## src/rtl/core/nsbc_pkg.sv

```systemverilog
`timescale 1ns / 1ps

package nsbc_pkg;

    // token field width is fixed by the interface
    localparam int TOKEN_BITS        = 21;
    localparam int DEF_STACK_DEPTH   = 64;
    localparam int DEF_SIZE_BITS     = 20;

    typedef enum logic [2:0] {
        ERR_NONE     = 3'd0,
        ERR_NO_OPEN  = 3'd1,
        ERR_MISMATCH = 3'd2,
        ERR_CHILDREN = 3'd3,
        ERR_UNCLOSED = 3'd4,
        ERR_OVERFLOW = 3'd5
    } t_err;

    // decision for one token, from the step logic to the stack control
    typedef struct packed {
        logic push;
        logic pop;
        logic wr_below;
        logic set_err;
        t_err err;
    } t_step_ctrl;

endpackage

```

## src/rtl/core/nsbc_step.sv

```systemverilog
`timescale 1ns / 1ps

module nsbc_step #(
    parameter int SIZE_BITS = 20
) (
    input  logic signed [nsbc_pkg::TOKEN_BITS-1:0] i_token,
    input  logic                                   i_has_token,
    input  nsbc_pkg::t_err                         i_fail,
    input  logic                                   i_empty,
    input  logic                                   i_full,
    input  logic [SIZE_BITS-1:0]                   i_top_size,
    input  logic [SIZE_BITS:0]                     i_top_sum,
    output nsbc_pkg::t_step_ctrl                   o_ctrl,
    output logic [SIZE_BITS-1:0]                   o_mag,
    output logic [SIZE_BITS:0]                     o_upd_sum
);

    import nsbc_pkg::*;

    localparam int W = SIZE_BITS + TOKEN_BITS;

    logic [TOKEN_BITS-1:0] tok_u;
    logic [TOKEN_BITS-1:0] mag_raw;
    logic [W-1:0]          mag_w;
    logic [W-1:0]          max_w;
    logic [W-1:0]          tok_w;
    logic [SIZE_BITS+1:0]  sum_w;
    logic                  live;

    assign tok_u   = i_token;
    assign mag_raw = ~tok_u + 1'b1;
    assign mag_w   = W'(mag_raw);
    assign max_w   = {{TOKEN_BITS{1'b0}}, {SIZE_BITS{1'b1}}};
    assign tok_w   = W'(tok_u);
    assign live    = i_has_token && (i_fail == ERR_NONE);

    // saturate open size, then saturating child sum
    assign o_mag     = (mag_w > max_w) ? {SIZE_BITS{1'b1}} : mag_w[SIZE_BITS-1:0];
    assign sum_w     = {1'b0, i_top_sum} + (SIZE_BITS+2)'(o_mag);
    assign o_upd_sum = sum_w[SIZE_BITS+1] ? {(SIZE_BITS+1){1'b1}} : sum_w[SIZE_BITS:0];

    always_comb begin
        o_ctrl = '{push: 1'b0, pop: 1'b0, wr_below: 1'b0, set_err: 1'b0, err: ERR_NONE};
        if (live) begin
            if (tok_u[TOKEN_BITS-1]) begin
                if (i_full) begin
                    o_ctrl.set_err = 1'b1;
                    o_ctrl.err     = ERR_OVERFLOW;
                end else begin
                    o_ctrl.push     = 1'b1;
                    o_ctrl.wr_below = !i_empty;
                end
            end else if (i_empty) begin
                o_ctrl.set_err = 1'b1;
                o_ctrl.err     = ERR_NO_OPEN;
            end else if (W'(i_top_size) != tok_w) begin
                o_ctrl.set_err = 1'b1;
                o_ctrl.err     = ERR_MISMATCH;
            end else if (W'(i_top_sum) >= tok_w) begin
                o_ctrl.set_err = 1'b1;
                o_ctrl.err     = ERR_CHILDREN;
            end else begin
                o_ctrl.pop = 1'b1;
            end
        end
    end

endmodule

```

## config.mk

```make
export PLATFORM = sky130hd
export DESIGN_NAME = nsbc_step
export DESIGN_NICKNAME = d
export VERILOG_FILES = /design/src/rtl/core/nsbc_pkg.sv /design/src/rtl/core/nsbc_step.sv
export SDC_FILE = /design/constraint.sdc
export NUM_CORES = 1
export LEC_CHECK = 0
export BUFFER_PORTS_ARGS = -buffer_cell sky130_fd_sc_hd__buf_2
export CELL_PAD_IN_SITES_DETAIL_PLACEMENT = 0
export CELL_PAD_IN_SITES_GLOBAL_PLACEMENT = 1
export CORE_UTILIZATION = 33
export DETAILED_ROUTE_END_ITERATION = 6
export GPL_TIMING_DRIVEN = 1
export PLACE_DENSITY_LB_ADDON = 0.08
export SLEW_MARGIN = 15
export SYNTH_ARGS = -nofsm -noshare
export SYNTH_HDL_FRONTEND = slang
export SYNTH_SLANG_ARGS = --single-unit
```

## constraint.sdc

```tcl
create_clock -name vclk -period 4.35
set_input_delay 0.2175 -clock vclk [all_inputs]
set_output_delay 0.2175 -clock vclk [all_outputs]
set_load 0.005 [all_outputs]
```

==> summary.json <==
{
  "power.leakage_uw": 0.00161,
  "routed_via_density": 5.11,
  "die_width_um": 88.0,
  "starting_density_pct": 34.9,
  "critPathLaunchType": "input port",
  "ys_warn_count": 0,
  "worst_hold_path.endpoint": "o_ctrl[4]",
  "hp-start": "i_empty",
  "synth.cell_area_um2": 2440,
  "number_of_global_route_vias_before_repair": 2782,
  "number_of_design_rule_violations_left_by_the_first_detailed_router_iteration": 89,
  "syn_area_per_cell_um2": 6.72,
  "row_count": 30,
  "drtPass1Iterations": 5,
  "flow.area_growth_from_synthesis_pct": 34.8,
  "slew_viol_final": 0,
  "post_syn_nets": 474,
  "layout.filler_cells": 800,
  "max-vdd-ir-drop_mv": 0.0545,
  "crit_path_max_fanout": 7,
  "antenna_violation_net_count_after_detailed_routing": 0,
  "place.gp.congestion": 0.821,
  "detailroute.via_count": 2974,
  "detail_route.wl_per_cell_um": 13.7,
  "route.detailed.drc": 0,
  "finish.cell_count_without_fillers": 582,
  "postPlaceCellArea_um2": 3220,
  "synthesis.instances": 363,
  "final.clkbuf_count": 0,
  "synth_cell_types": 46,
  "drv_cap": 0,
  "gr-total-overflow": 0,
  "timing_worst_setup_path_type": "input port to output pin",
  "fmax_mhz": 243,
  "grt_first_pass_wirelength_um": 13200,
  "hpwl_after_detailed_placement_um": 7190,
  "finalNetCount": 599,
  "grt_start_max_net_pins": 17,
  "dieArea_um2": 7740,
  "port_buffers": 116,
  "critical_path.endpoint_type": "output pin",
  "cp.required_ps": 4130,
  "cellPowerDensity_nw_per_um2": 129,
  "drive_above_1_share_pct": 30.9,
  "grt_usage_pct": 21.0,
  "cts-hold-fix-buffers": 0,
  "worst_hold_path_type": "input port to output pin",
  "timing.final.hold_violations": 0,
  "core_area_um2": 6980,
  "outcome": "complete, no violations",
  "timing.final.setup_violations": 0,
  "antenna-diode-count": 0,
  "fin_crit_ps": 4120,
  "top_level_ports": 116,
  "seq_area_frac_synth_pct": 0,
  "worst_slew_margin_rel_pct": 64.7,
  "numSequentialCells": 0,
  "design_area_um2": 3290,
  "tightestPinTransition_ps": 522,
  "utilization_pct": 47.1,
  "grt_antenna_before_repair": 0,
  "drt_wl_total_um": 7980,
  "min_path_cells": 3,
  "place.detailed.instances": 581,
  "final-seq-area_um2": 0,
  "final_total_pwr_uw": 425,
  "cp.arrival_ps": 3900,
  "chipHeight_um": 88.0,
  "finalCritPeriodShare_pct": 94.7
}
## layout by cell type (no fill, tap or decap), types with 4 or more instances in the layout
| cell type | count |
|---|---|
| sky130_fd_sc_hd__nor2_1 | 25 |
| sky130_fd_sc_hd__xnor2_1 | 36 |
| sky130_fd_sc_hd__nand4_1 | 10 |
| sky130_fd_sc_hd__nand2b_1 | 4 |
| sky130_fd_sc_hd__nor3_1 | 14 |
| sky130_fd_sc_hd__o211ai_1 | 6 |
| sky130_fd_sc_hd__o21a_1 | 5 |
| sky130_fd_sc_hd__buf_4 | 16 |
| sky130_fd_sc_hd__o21ai_0 | 21 |
| sky130_fd_sc_hd__inv_1 | 26 |
| sky130_fd_sc_hd__and3_1 | 5 |
| sky130_fd_sc_hd__ha_1 | 41 |
| sky130_fd_sc_hd__a211oi_1 | 6 |
| sky130_fd_sc_hd__nand3_1 | 6 |
| sky130_fd_sc_hd__xor2_1 | 12 |
| sky130_fd_sc_hd__nor4_1 | 6 |
| sky130_fd_sc_hd__buf_2 | 116 |
| sky130_fd_sc_hd__a21o_1 | 14 |
| sky130_fd_sc_hd__a21oi_1 | 23 |
| sky130_fd_sc_hd__nand2_1 | 51 |
## cells in the mapped netlist, types with 2 or more instances
master | number | share of area [%]
sky130_fd_sc_hd__nand2b_1 | 4 | 1.0
sky130_fd_sc_hd__inv_1 | 26 | 4.0
sky130_fd_sc_hd__o211ai_1 | 6 | 1.8
sky130_fd_sc_hd__o31ai_1 | 2 | 0.62
sky130_fd_sc_hd__ha_1 | 42 | 22
sky130_fd_sc_hd__and2_1 | 2 | 0.51
sky130_fd_sc_hd__nand2_1 | 51 | 7.9
sky130_fd_sc_hd__nor2_1 | 25 | 3.8
sky130_fd_sc_hd__nor4b_1 | 2 | 0.72
sky130_fd_sc_hd__o2111ai_1 | 2 | 0.72
sky130_fd_sc_hd__nand3_1 | 6 | 1.2
sky130_fd_sc_hd__clkbuf_1 | 8 | 1.2
sky130_fd_sc_hd__a21o_1 | 14 | 4.3
sky130_fd_sc_hd__nor3_1 | 14 | 2.9
sky130_fd_sc_hd__a21oi_1 | 25 | 5.1
sky130_fd_sc_hd__o21a_1 | 6 | 1.8
sky130_fd_sc_hd__xor2_1 | 12 | 4.3
sky130_fd_sc_hd__o221ai_1 | 2 | 0.72
sky130_fd_sc_hd__xnor2_1 | 37 | 13
sky130_fd_sc_hd__a31oi_1 | 3 | 0.77
sky130_fd_sc_hd__and3_1 | 5 | 1.3
sky130_fd_sc_hd__o21ai_0 | 23 | 4.7
sky130_fd_sc_hd__nor4_1 | 6 | 1.5
sky130_fd_sc_hd__nor3b_1 | 3 | 0.92
sky130_fd_sc_hd__a211oi_1 | 7 | 2.2
sky130_fd_sc_hd__nand4_1 | 10 | 2.6
## routing by layer
metal | wire length [um] | share of wire [%] | vias up | global-route usage (%)
li1 | - | - | 1558 | -
met1 | 3610 | 45 | 1346 | 28.2
met2 | 4010 | 50 | 70 | 39.5
met3 | 361 | 4.5 | 0 | 0.471
met4 | 0 | 0 | 0 | 0.149
met5 | 0 | 0 | - | 0
## power by group
group	switching [uW]	total, uW	internal, uW
clock	0	0	0
combinational	227	425	198
sequential	0	0	0
## what timing repair did
item | 4_1_cts | 5_1_grt
endpoints found under the setup margin | 1 | 21
gates resized for setup | 1 | 13
pin swaps | 0 | 4
buffers inserted | 0 | 1
## final cells by class
class	instances	area [um^2]	share of cell area (%)
multi-input combinational	326	2340	71.1
tap	96	120	3.65
inverter	26	97.6	2.97
timing repair buffer	134	732	22.3
## kinds of logic after synthesis
| group | Yosys count | synth area share (%) |
|---|---|---|
| adder cells (fa/ha/maj) | 43 | 22.4 |
| AO/OA/AOI/OAI | 98 | 25.7 |
| multiplexers | 1 | 0.462 |
| XOR/XNOR | 49 | 17.6 |
| AND/OR/NAND/NOR | 135 | 27.4 |
| buffers and inverters | 37 | 6.52 |
## worst max-delay path, cell delays in order
cell	delay (ps)
sky130_fd_sc_hd__buf_2	120
sky130_fd_sc_hd__inv_1	80
sky130_fd_sc_hd__ha_1	170
sky130_fd_sc_hd__nor4b_4	240
sky130_fd_sc_hd__nand2_2	80
sky130_fd_sc_hd__or4_4	450
sky130_fd_sc_hd__nor3_4	220
sky130_fd_sc_hd__xnor2_4	190
sky130_fd_sc_hd__or2b_1	310
sky130_fd_sc_hd__fa_1	420
sky130_fd_sc_hd__a211oi_1	260
sky130_fd_sc_hd__o21ai_1	140
sky130_fd_sc_hd__o21a_2	270
sky130_fd_sc_hd__a31oi_2	220
sky130_fd_sc_hd__mux2_2	350
sky130_fd_sc_hd__nand2_1	60
sky130_fd_sc_hd__buf_2	100
## per-stage QoR
stage | worst slack, ps | setup TNS, ps | hold WS [ps]
2_1_floorplan | 410 | 0 | 465
3_3_place_gp | -11.5 | -11.5 | 696
3_5_place_dp | -35.3 | -35.3 | 695
4_1_cts | 52.4 | 0 | 695
5_1_grt | -10.3 | -13.0 | 712
6_report | 231 | 0 | 693
## worst max-delay path by stage
| stage | from | endpoint | slack [ps] | depth (start not counted) |
|---|---|---|---|---|
| after CTS | i_token[1] | o_upd_sum[18] | 50 | 18 |
| after detailed placement | i_token[1] | o_upd_sum[18] | -40 | 18 |
| after floorplan | i_token[0] | o_upd_sum[18] | 410 | 17 |
| after global placement | i_token[1] | o_upd_sum[18] | -10 | 18 |
| final | i_token[1] | o_upd_sum[18] | 230 | 17 |
| after global routing | i_token[1] | o_upd_sum[18] | -10 | 18 |
Power figures use the tool's default switching activity.
